`src/rtl/core/itp_pkg.sv`:
```
// Shared constants, widths and character helpers for the infix to prefix converter.
package itp_pkg;

  // Operator stack geometry.
  localparam int STACK_DEPTH = 32;
  localparam int IDX_W       = $clog2(STACK_DEPTH);
  localparam int CNT_W       = $clog2(STACK_DEPTH + 1);

  // Character codes the converter recognizes.
  localparam logic [7:0] CH_CARET  = 8'h5E;
  localparam logic [7:0] CH_SLASH  = 8'h2F;
  localparam logic [7:0] CH_STAR   = 8'h2A;
  localparam logic [7:0] CH_PLUS   = 8'h2B;
  localparam logic [7:0] CH_MINUS  = 8'h2D;
  localparam logic [7:0] CH_LPAREN = 8'h28;
  localparam logic [7:0] CH_RPAREN = 8'h29;
  localparam logic [7:0] CH_LOW_A  = 8'h61;
  localparam logic [7:0] CH_LOW_Z  = 8'h7A;
  localparam logic [7:0] CH_UP_A   = 8'h41;
  localparam logic [7:0] CH_UP_Z   = 8'h5A;

  // Precedence shifted up by one so that it fits an unsigned field:
  // caret 4, multiply and divide 3, add and subtract 2, anything else 0.
  function automatic logic [2:0] prec_rank(input logic [7:0] c);
    logic [2:0] r;
    begin
      r = 3'd0;
      if (c == CH_CARET) begin
        r = 3'd4;
      end else if (c == CH_STAR || c == CH_SLASH) begin
        r = 3'd3;
      end else if (c == CH_PLUS || c == CH_MINUS) begin
        r = 3'd2;
      end
      return r;
    end
  endfunction

  // True for an ASCII letter, upper or lower case.
  function automatic logic is_letter(input logic [7:0] c);
    begin
      return ((c >= CH_LOW_A) && (c <= CH_LOW_Z)) || ((c >= CH_UP_A) && (c <= CH_UP_Z));
    end
  endfunction

endpackage

```
`src/rtl/core/infix_to_prefix_converter_top.sv`:
```
// Infix to prefix converter: operator stack, stack sequencer and output register.
//
// The block reads an infix expression one byte per input transaction, from the
// last character to the first, with tlast marking the first infix character.
// Letters come out at once, operators go through a 32-entry operator stack, and
// the bytes emitted, read in reverse, form the prefix string. An input
// transaction is taken only while the block is idle. It first pops the
// entries that must go before its own step (its push, its letter, or the drop
// of a matching closing parenthesis). The first infix character then flushes
// the entries left on the stack. The sequencer does one stack step per cycle
// through the single stack port, unless a stalled output holds it. Every
// emitted byte is held one step in a pending register so its run_last flag is
// known when it is sent; a stalled output stalls the sequencer. A final
// character that emits nothing yields one bare end marker with char_valid low.
// A push onto a full stack is dropped and sets overflow_seen, which stays set
// on every output until the expression ends.
module infix_to_prefix_converter_top
  import itp_pkg::*;
(
  input  logic       clk,
  input  logic       rst,
  // Input stream.
  input  logic       s_tvalid,
  output logic       s_tready,
  input  logic [7:0] s_tdata,   // [7:0] in_char
  input  logic       s_tlast,   // final_char
  // Output stream.
  output logic       m_tvalid,
  input  logic       m_tready,
  output logic [7:0] m_tdata,   // [7:0] out_char
  output logic       m_tlast,   // run_last
  output logic [2:0] m_tuser    // [0] char_valid, [1] expression_end, [2] overflow_seen
);

  typedef enum logic [3:0] {
    ST_IDLE   = 4'b0001,
    ST_SCAN   = 4'b0010,
    ST_FLUSH  = 4'b0100,
    ST_FINISH = 4'b1000
  } state_t;

  state_t           state;
  state_t           state_next;
  logic [7:0]       cur_char;
  logic             cur_fin;
  logic [7:0]       op_stack [STACK_DEPTH];
  logic [CNT_W-1:0] stack_count;
  logic             overflow_flag;
  logic             pend_valid;
  logic [7:0]       pend_char;
  logic [7:0]       out_char;
  logic             out_char_valid;
  logic             out_run_last;
  logic             out_expr_end;
  logic             out_overflow;

  logic [CNT_W-1:0] top_sum;
  logic [IDX_W-1:0] top_idx;
  logic [7:0]       top_char;
  logic             stack_empty;
  logic             stack_full;
  logic             out_free;
  logic             step_en;
  logic             do_pop;
  logic             do_push;
  logic             do_emit;
  logic [7:0]       emit_char;
  logic             push_ok;
  logic             out_load;
  state_t           after_scan;

  // Stack top and handshake status.
  assign top_sum     = stack_count - CNT_W'(1);
  assign top_idx     = top_sum[IDX_W-1:0];
  assign top_char    = op_stack[top_idx];
  assign stack_empty = (stack_count == '0);
  assign stack_full  = (stack_count == CNT_W'(STACK_DEPTH));
  assign out_free    = !m_tvalid || m_tready;
  assign step_en     = !pend_valid || out_free;
  assign s_tready    = (state == ST_IDLE);
  assign after_scan  = cur_fin ? ST_FLUSH : ST_FINISH;

  // One stack step per cycle unless the output stalls: decide pop, push and emit.
  always_comb begin
    do_pop     = 1'b0;
    do_push    = 1'b0;
    do_emit    = 1'b0;
    emit_char  = top_char;
    state_next = state;
    case (state)
      ST_SCAN: begin
        if (is_letter(cur_char)) begin
          do_emit    = 1'b1;
          emit_char  = cur_char;
          state_next = after_scan;
        end else if (cur_char == CH_RPAREN) begin
          do_push    = 1'b1;
          state_next = after_scan;
        end else if (cur_char == CH_LPAREN) begin
          if (!stack_empty && (top_char != CH_RPAREN)) begin
            do_pop  = 1'b1;
            do_emit = 1'b1;
          end else begin
            // Drop the matching closing parenthesis, if there is one.
            do_pop     = !stack_empty;
            state_next = after_scan;
          end
        end else begin
          if (!stack_empty && (prec_rank(top_char) > prec_rank(cur_char))) begin
            do_pop  = 1'b1;
            do_emit = 1'b1;
          end else begin
            do_push    = 1'b1;
            state_next = after_scan;
          end
        end
      end
      ST_FLUSH: begin
        if (!stack_empty) begin
          do_pop  = 1'b1;
          do_emit = 1'b1;
        end else begin
          state_next = ST_FINISH;
        end
      end
      ST_FINISH: begin
        state_next = ST_IDLE;
      end
      ST_IDLE: begin
        state_next = ST_IDLE;
      end
      default: begin
        state_next = ST_IDLE;
      end
    endcase
  end

  assign push_ok = (state == ST_SCAN) && step_en && do_push && !stack_full;

  // Output register loads when a pending byte is displaced or finish has one to send.
  assign out_load = (((state == ST_SCAN) || (state == ST_FLUSH)) && step_en && do_emit &&
                     pend_valid) ||
                    ((state == ST_FINISH) && (pend_valid || cur_fin) && out_free);

  // Operator stack storage.
  always_ff @(posedge clk) begin
    if (push_ok) begin
      op_stack[stack_count[IDX_W-1:0]] <= cur_char;
    end
  end

  // Sequencer, stack pointer, pending byte and output register.
  always_ff @(posedge clk) begin
    if (rst) begin
      state         <= ST_IDLE;
      stack_count   <= '0;
      overflow_flag <= 1'b0;
      pend_valid    <= 1'b0;
      m_tvalid      <= 1'b0;
    end else begin
      if (out_load) begin
        m_tvalid <= 1'b1;
      end else if (m_tready) begin
        m_tvalid <= 1'b0;
      end
      case (state)
        ST_IDLE: begin
          if (s_tvalid) begin
            cur_char   <= s_tdata;
            cur_fin    <= s_tlast;
            pend_valid <= 1'b0;
            state      <= ST_SCAN;
          end
        end
        ST_SCAN, ST_FLUSH: begin
          if (step_en) begin
            state <= state_next;
            if (do_pop) begin
              stack_count <= top_sum;
            end
            if (do_push) begin
              if (stack_full) begin
                overflow_flag <= 1'b1;
              end else begin
                stack_count <= stack_count + CNT_W'(1);
              end
            end
            if (do_emit) begin
              // A newer byte exists, so the pending one is not the last.
              if (pend_valid) begin
                out_char       <= pend_char;
                out_char_valid <= 1'b1;
                out_run_last   <= 1'b0;
                out_expr_end   <= 1'b0;
                out_overflow   <= overflow_flag;
              end
              pend_valid <= 1'b1;
              pend_char  <= emit_char;
            end
          end
        end
        ST_FINISH: begin
          if (pend_valid || cur_fin) begin
            if (out_free) begin
              out_char       <= pend_valid ? pend_char : 8'h00;
              out_char_valid <= pend_valid;
              out_run_last   <= 1'b1;
              out_expr_end   <= cur_fin;
              out_overflow   <= overflow_flag;
              pend_valid     <= 1'b0;
              if (cur_fin) begin
                overflow_flag <= 1'b0;
              end
              state <= ST_IDLE;
            end
          end else begin
            state <= ST_IDLE;
          end
        end
        default: begin
          state <= ST_IDLE;
        end
      endcase
    end
  end

  // Output stream packing.
  assign m_tdata = out_char;
  assign m_tlast = out_run_last;
  assign m_tuser = {out_overflow, out_expr_end, out_char_valid};

endmodule

```
`config.mk`:
```
export PLATFORM = sky130hd
export DESIGN_NAME = infix_to_prefix_converter_top
export DESIGN_NICKNAME = d
export VERILOG_FILES = /design/src/rtl/core/itp_pkg.sv /design/src/rtl/core/infix_to_prefix_converter_top.sv
export SDC_FILE = /design/constraint.sdc
export NUM_CORES = 1
export LEC_CHECK = 0
export BUFFER_PORTS_ARGS = -buffer_cell sky130_fd_sc_hd__buf_2
export CORE_ASPECT_RATIO = 0.6
export CORE_MARGIN = 2
export CORE_UTILIZATION = 40
export CTS_CLUSTER_SIZE = 30
export DETAILED_ROUTE_END_ITERATION = 8
export HOLD_SLACK_MARGIN = 0.02
export PLACE_DENSITY = 0.63
export RECOVER_POWER = 25
export SLEW_MARGIN = 40
export SYNTH_ARGS = -nofsm -noshare
export SYNTH_HDL_FRONTEND = slang
export SYNTH_SLANG_ARGS = --single-unit
```
`constraint.sdc`:
```
create_clock -name clk -period 7.6 [get_ports clk]
set_input_delay 0.38 -clock clk [delete_from_list [all_inputs] [get_ports clk]]
set_output_delay 0.38 -clock clk [all_outputs]
set_load 0.02 [all_outputs]
```
## Word level (Yosys, flattened, before mapping)

Memory sizes are Yosys's and may differ from the RTL's.
Cells that the tools add are included.

| cells by class | value |
|---|---|
| $add $sub $neg | 2 |
| multiply operators | 0 |
| div/mod/pow operators | 0 |
| $lt $le $gt $ge | 5 |
| eq/ne operators | 31 |
| shifts and indexed selects | 0 |
| mux-type cells | 94 |
| bitwise logic cells | 1 |
| reductions and logical operators | 38 |

Operators with widths:

| kind | count |
|---|---|
| $eq A8 B6 Y1 const B | 10 |
| $mux W8 | 8 |
| $mux W1 | 47 |
| $mux W4 | 11 |
| $mux W3 | 10 |
| $mux W6 | 3 |
| $eq A8 B7 Y1 const B | 2 |
| $ge A8 B7 Y1 const B | 2 |
| $le A8 B7 Y1 const B | 2 |
| $ne A2 B2 Y1 const B | 8 |
| $pmux W8 S2 | 1 |
| $pmux W1 S2 | 7 |
| $reduce_and A7 Y1 | 2 |
| $logic_and A1 B1 Y1 | 12 |
| $ne A6 B6 Y1 const B | 2 |
| $pmux W4 S3 | 1 |
| $reduce_and A6 Y1 | 2 |
| $logic_or A1 B1 Y1 | 10 |
| $mux W2 | 4 |
| $ne A8 B6 Y1 const B | 1 |
| $pmux W4 S2 | 1 |
| $add A6 B1 Y6 const B | 1 |
| $eq A6 B6 Y1 const B | 1 |
| $logic_not A6 Y1 | 1 |
| other kinds (17) | 22 |

| word-level totals | value |
|---|---|
| register bits | 42 |
| bits in latches | 0 |
| bits in writable memories | 256 |
| ROM bits | 0 |
| input bits | 13 |
| memories kept | 1 |

Memory list:

| name | depth | bits a word | read ports | clocked after Yosys merged registers in | wr ports | RTL line | RTL |
|---|---|---|---|---|---|---|---|
| op_stack | 32 | 8 | 1 | 0 | 1 | infix_to_prefix_converter_top.sv:46 | `logic [7:0] op_stack [STACK_DEPTH];` |

## Longest topological paths before layout

An unclocked memory read counts as a cell.

| logic depth | value |
|---|---|
| word-level depth | 22 |
| depth in mapped cells | 25 |
| depth with buffers taken out | 19 |

## Least setup slack after synthesis

OpenSTA, ideal clock, no wires.

| path | value |
|---|---|
| kind | reg2reg |
| start | register stack_count[0] |
| end | register out_char[0] (netlist: m_tdata[0]) (enable) |
| arrival | 4949 ps |
| data required time | 7205 ps |
| setup slack | 2256 ps |
| cell stages (with the launch flop) | 22 |
| period minus slack after synthesis | 5344 ps |
| path through | dfxtp_1 buf_6 buf_6 inv_2 ha_1 buf_2 buf_2 clkbuf_1 buf_2 mux4_2 nand2_1 nand3_1 nand2_1 nand4_2 or3_1 ha_1 nor2b_1 o21a_1 o211ai_1 o2111ai_1 o31ai_2 a2111oi_2 |

| between the ends | value |
|---|---|
| longest elaborated chain between the ends | 20 |
| elaborated cells between the ends (all ways) | 31 |
| those cells by class | add/sub (1); order compare (1); eq/ne (7); mux (14); reduce/logical (7); memory (1) |

RTL lines:

| what | RTL line | RTL |
|---|---|---|
| start: declaration | infix_to_prefix_converter_top.sv:47 | `logic [CNT_W-1:0] stack_count;` |
| start signal: assignment | infix_to_prefix_converter_top.sv:179 | `stack_count <= top_sum;` |
| start signal: assignment | infix_to_prefix_converter_top.sv:185 | `stack_count <= stack_count + CNT_W'(1);` |
| $sub A6 B1 Y6 | infix_to_prefix_converter_top.sv:73 | `assign top_sum = stack_count - CNT_W'(1);` |
| $mem_v2 Z32 W8 | -- |  |
| $eq A8 B6 Y1 | itp_pkg.sv:32 | `end else if (c == CH_PLUS \|\| c == CH_MINUS) begin` |
| $logic_or A1 B1 Y1 | itp_pkg.sv:32 |  |
| $mux W2 | itp_pkg.sv:32 |  |
| $mux W2 | itp_pkg.sv:30 | `end else if (c == CH_STAR \|\| c == CH_SLASH) begin` |
| $mux W3 | itp_pkg.sv:28 | `if (c == CH_CARET) begin` |
| $mux W3 | infix_to_prefix_converter_top.sv:99 | `end else if (cur_char == CH_LPAREN) begin` |
| [... 4 more ...] | -- |  |
| $logic_and A1 B1 Y1 | infix_to_prefix_converter_top.sv:109 | `if (!stack_empty && (prec_rank(top_char) > prec_rank(cur_char))) begin` |
| $mux W1 | infix_to_prefix_converter_top.sv:109 |  |
| $mux W1 | infix_to_prefix_converter_top.sv:99 |  |
| $mux W1 | infix_to_prefix_converter_top.sv:96 | `end else if (cur_char == CH_RPAREN) begin` |
| $mux W1 | infix_to_prefix_converter_top.sv:92 | `if (is_letter(cur_char)) begin` |
| $pmux W1 S2 * | infix_to_prefix_converter_top.sv:90 | `case (state)` |
| $ne A2 B2 Y1 (no line) * | -- |  |
| $reduce_and A7 Y1 (no line) * | -- |  |
| end signal: assignment | infix_to_prefix_converter_top.sv:191 | `out_char <= pend_char;` |
| end signal: assignment | infix_to_prefix_converter_top.sv:205 | `out_char <= pend_valid ? pend_char : 8'h00;` |
| end: declaration | infix_to_prefix_converter_top.sv:51 | `logic [7:0] out_char;` |

Every way passes the cells marked *; elsewhere a longest branch is shown, timed or not. The select of a mux whose other input is x is not followed.
A chain may end at the register's enable or synchronous reset.

## Final worst setup path

| path | value |
|---|---|
| start | register stack_count[0] |
| end | memory op_stack[13][3] (enable) |

| between the ends | value |
|---|---|
| longest elaborated chain between the ends | 22 |
| elaborated cells between the ends (all ways) | 31 |
| those cells by class | add/sub (1); order compare (1); eq/ne (6); mux (14); reduce/logical (8); memory (1) |

RTL lines:

| what | RTL line | RTL |
|---|---|---|
| $sub A6 B1 Y6 | infix_to_prefix_converter_top.sv:73 |  |
| $mem_v2 Z32 W8 | -- |  |
| $eq A8 B6 Y1 | itp_pkg.sv:32 |  |
| $logic_or A1 B1 Y1 | itp_pkg.sv:32 |  |
| $mux W2 | itp_pkg.sv:32 |  |
| $mux W2 | itp_pkg.sv:30 |  |
| $mux W3 | itp_pkg.sv:28 |  |
| $mux W3 | infix_to_prefix_converter_top.sv:99 |  |
| [... 5 more ...] | -- |  |
| $mux W1 | infix_to_prefix_converter_top.sv:109 |  |
| $mux W1 | infix_to_prefix_converter_top.sv:99 |  |
| $mux W1 | infix_to_prefix_converter_top.sv:96 |  |
| $mux W1 | infix_to_prefix_converter_top.sv:92 |  |
| $mux W1 | infix_to_prefix_converter_top.sv:90 |  |
| $logic_and A1 B1 Y1 (2 in a row) | infix_to_prefix_converter_top.sv:138 | `assign push_ok = (state == ST_SCAN) && step_en && do_push && !stack_full;` |
| $mux W1 | infix_to_prefix_converter_top.sv:147 | `if (push_ok) begin` |
| $mux W1 (implied by the code) | infix_to_prefix_converter_top.sv:148 | `op_stack[stack_count[IDX_W-1:0]] <= cur_char;` |
| end: declaration | infix_to_prefix_converter_top.sv:46 |  |

Parallel ways exist; a longest one is shown, timed or not. The select of a mux whose other input is x is not followed.

==> results.txt <==
Worst hold endpoint -> m_tvalid$_SDFFE_PP0P_
Critical path type -> reg -> reg
First-pass GRT wire length -> 46,600 um
Max Cap Viol -> 6
CP startpoint kind -> flip-flop
WP data required -> 7770 ps
Maximum VDD drop -> 0.000217 V
Hold Path Origin -> m_tready
Ys async rst share -> 0%
Routability cong. -> 0.897
Crit-path max FO -> 21
Setup bufs post-CTS -> 0
Setup WS post-layout -> 1100 ps
Clk sink count -> 298
Status -> finished with violations
Cell count of the worst hold path -> 4
Die Area -> 0.0334 mm^2
1st-iter DRT viols -> 924
WL final -> 31,100 um
CP cell instances -> inv_2 > ha_1 > xor2_4 > buf_4 > mux4_2 > mux2i_1 > a222oi_1 > nand2_1 > nand4_2 > nor2_1 > ha_1 > nor2b_1 > o21a_1 > o211ai_1 > o2111ai_1 > nor2_1 > nand2_1 > nor2_1
GRT overflow -> 0
Number of antenna violations at the first check in global routing -> 0
H-Tree Depth -> 1
Pre-CTS setup slack -> 1260 ps
Share of cells above drive strength 1 -> 19.0%
Slowest CP cell -> nor2_1
Drc violations -> 0
RR Startpoint -> stack_count[0]$_SDFFE_PP0P_
Vias in the first global route -> 7,136
Clk root buf -> clkbuf_16
Initial core utilization -> 40.8%
Pins over their slew limit -> 223
Post-Syn Area per Cell -> 15.8 um^2
Vias -> 7,385
Reg-to-Reg End -> op_stack[13][3]$_DFFE_PP_
Area added between synthesis and finish -> 12.8%
Post-Synthesis Cells -> 806
Most frequent CP cell -> nor2_1
# rows -> 50
EDFF count, synth -> 285
R2r setup slk -> 1100 ps
Die span in y -> 142 um
Leading area contributor after synthesis -> edfxtp_1
# diodes -> 0
Max Freq -> 154 MHz
Cells on worst reg2reg path -> 18
Register area share after synthesis -> 69.2%
Slew margin rel. -> -39.1%
Failing checks -> capacitance limit, slew limit
Min Clock Period, post-route -> 6500 ps
Worst skew pair latency -> 550 ps
Drt pass-1 iters -> 5
Routed len/inst -> 24.2 um
Synth area leaders -> edfxtp_1 67%, mux4_2 7.4%, mux2i_1 2.7%, nand2_1 2.3%, dfxtp_1 2.0%
Area post-placement -> 0.0133 mm^2
Design area -> 0.0144 mm^2
Critical path endpoint category -> flip-flop
Gr usage total -> 19.0%
RSZ-0062 raised after global routing -> false
Clk_skew -> 20.3 ps
Synthesis warning total -> 0
Core box area -> 0.0313 mm^2
Clock tree buffer depth -> 3
Yosys top cell area share -> 67.1%
Final Total Pwr -> 3370 uW
Final net count -> 868
Final setup fails -> 0
IO Pins -> 27
Via density per instance -> 5.76
Antenna Nets Post-Route -> 0
Width of the die -> 234 um
Post-DP HPWL -> 20,200 um
Predominant post-synthesis flop cell -> edfxtp_1
Net Count, Synth -> 827
Post-synth top cells -> 285 x edfxtp_1, 78 x nand2_1, 61 x nor2_1, 42 x mux4_2, 34 x mux2i_1
Final period util -> 85.5%
Least-Margin Pin Slew -> 2090 ps
Crit path arrival time -> 6670 ps
CTS tree -> yes
Final TNS setup -> 0 ps
Count leader, synth -> edfxtp_1
Largest net degree at the start of global routing -> 58
Inserted Clock Buffers -> 27
Leak -> 0.00462 uW
Port Buffers -> 26
Synth cell types -> 74
Final Hold Vio Count -> 0
CP peak stage delay -> 760 ps
Yosys reg bits -> 298
Synthesized area -> 0.0127 mm^2
Power per Cell Area -> 234 mW/mm^2
Min-delay worst type -> in -> reg
Worst-path clk slew -> 70 ps
where the power goes:
| part | switching [uW] | internal [uW] |
|---|---|---|
| sequential | 6.25 | 1800 |
| clock | 608 | 862 |
| combinational | 63.0 | 25.5 |
| total | 677 | 2690 |
worst max-delay path: cells and delay by family (launching register included):
family / cells / cell delay [ps]
simple gates: 7 / 2030
mux: 2 / 990
compound gates: 4 / 910
fa+ha+maj: 2 / 840
buf+inv: 2 / 660
flops: 1 / 350
xor+xnor: 1 / 310
layer usage:
metal  vias to the layer above  wire [um]  track usage [%]
met5                         -          0                0
met4                         0        363             2.68
met3                        30       3610             6.59
met2                       360      12400             24.9
met1                      3754      14700             30.5
li1                       3241          -                -
worst max path at each step:
stage,start,end,slack [ps],cells past startpoint
final,stack_count[0]$_SDFFE_PP0P_,op_stack[13][3]$_DFFE_PP_,1100,18
after global placement,stack_count[1]$_SDFFE_PP0P_,op_stack[23][3]$_DFFE_PP_,1210,17
after CTS,stack_count[0]$_SDFFE_PP0P_,op_stack[19][0]$_DFFE_PP_,1210,18
after detailed placement,stack_count[0]$_SDFFE_PP0P_,op_stack[19][0]$_DFFE_PP_,1260,18
after global routing,stack_count[0]$_SDFFE_PP0P_,op_stack[11][4]$_DFFE_PP_,680,18
after floorplan,stack_count[0]$_SDFFE_PP0P_,m_tdata[0]$_DFFE_PP_,2260,21
timing repair:
action                    CTS  global route
hold endpoints to repair    9             0
gates resized for setup     0             0
hold buffers                9             0
cells in the final DEF, fill, tap and decap left out, types with 4 or more instances in the layout:
master,netlist,final
a211oi_1,4,4
and3_1,6,6
nand2b_1,5,5
ha_1,8,7
xor2_1,5,5
mux2_2,8,8
nand2_1,78,78
a21oi_1,8,8
nor3b_1,16,16
nor2_1,61,51
a32oi_1,6,6
edfxtp_1,285,285
nand4_1,5,5
nor3_1,15,14
clkbuf_16,0,27
or3_1,6,6
nor2_2,0,10
dfxtp_1,13,12
o21ai_0,16,16
clkinv_1,0,4
bufinv_16,0,6
mux2i_1,34,34
buf_2,14,26
dlygate4sd3_1,0,9
inv_1,6,6
nand3b_1,13,13
o2111ai_1,4,4
nor2b_1,15,14
a22oi_1,5,5
and2_1,9,9
nand3_1,30,30
clkbuf_1,9,9
buf_4,11,12
mux4_2,42,42
final cells by class:
| type | instances | area, um^2 |
|---|---|---|
| clock inverter | 19 | 265 |
| multi-input combinational | 458 | 3700 |
| tap | 416 | 520 |
| sequential | 298 | 8820 |
| clock buffer | 30 | 687 |
| timing repair buffer | 55 | 363 |
| fill | 2709 | 16900 |
| inverter | 7 | 26.3 |
logic make-up after synthesis:
group | after synthesis | share of synthesized area, %
AO/OA/AOI/OAI | 81 | 5.07
XOR/XNOR | 10 | 0.805
adder cells (fa/ha/maj) | 8 | 0.785
buffers and inverters | 50 | 2.32
flip-flops | 298 | 69.2
multiplexers | 84 | 10.8
AND/OR/NAND/NOR | 275 | 11.1
sequential cells by signal, indices dropped and copies added (netlist names):
signal / flops
cur_char: 8
m_tlast: 1
state: 4
out_char_valid: 1
op_stack: 256
out_expr_end: 1
m_tvalid: 1
overflow_flag: 1
pend_char: 8
pend_valid: 1
cur_fin: 1
out_overflow: 1
stack_count: 6
m_tdata: 8
stage by stage:
| step | instances | utilization [%] | hold WS [ps] |
|---|---|---|---|
| floorplan | 806 | - | 408 |
| global placement | 1223 | 42.5 | 417 |
| detailed placement | 1225 | 42.7 | 420 |
| CTS | 1283 | 46.0 | 181 |
| global route | 1283 | 46.0 | 237 |
| finish | 1283 | 46.0 | 196 |
(Power assumes the default switching activity.)
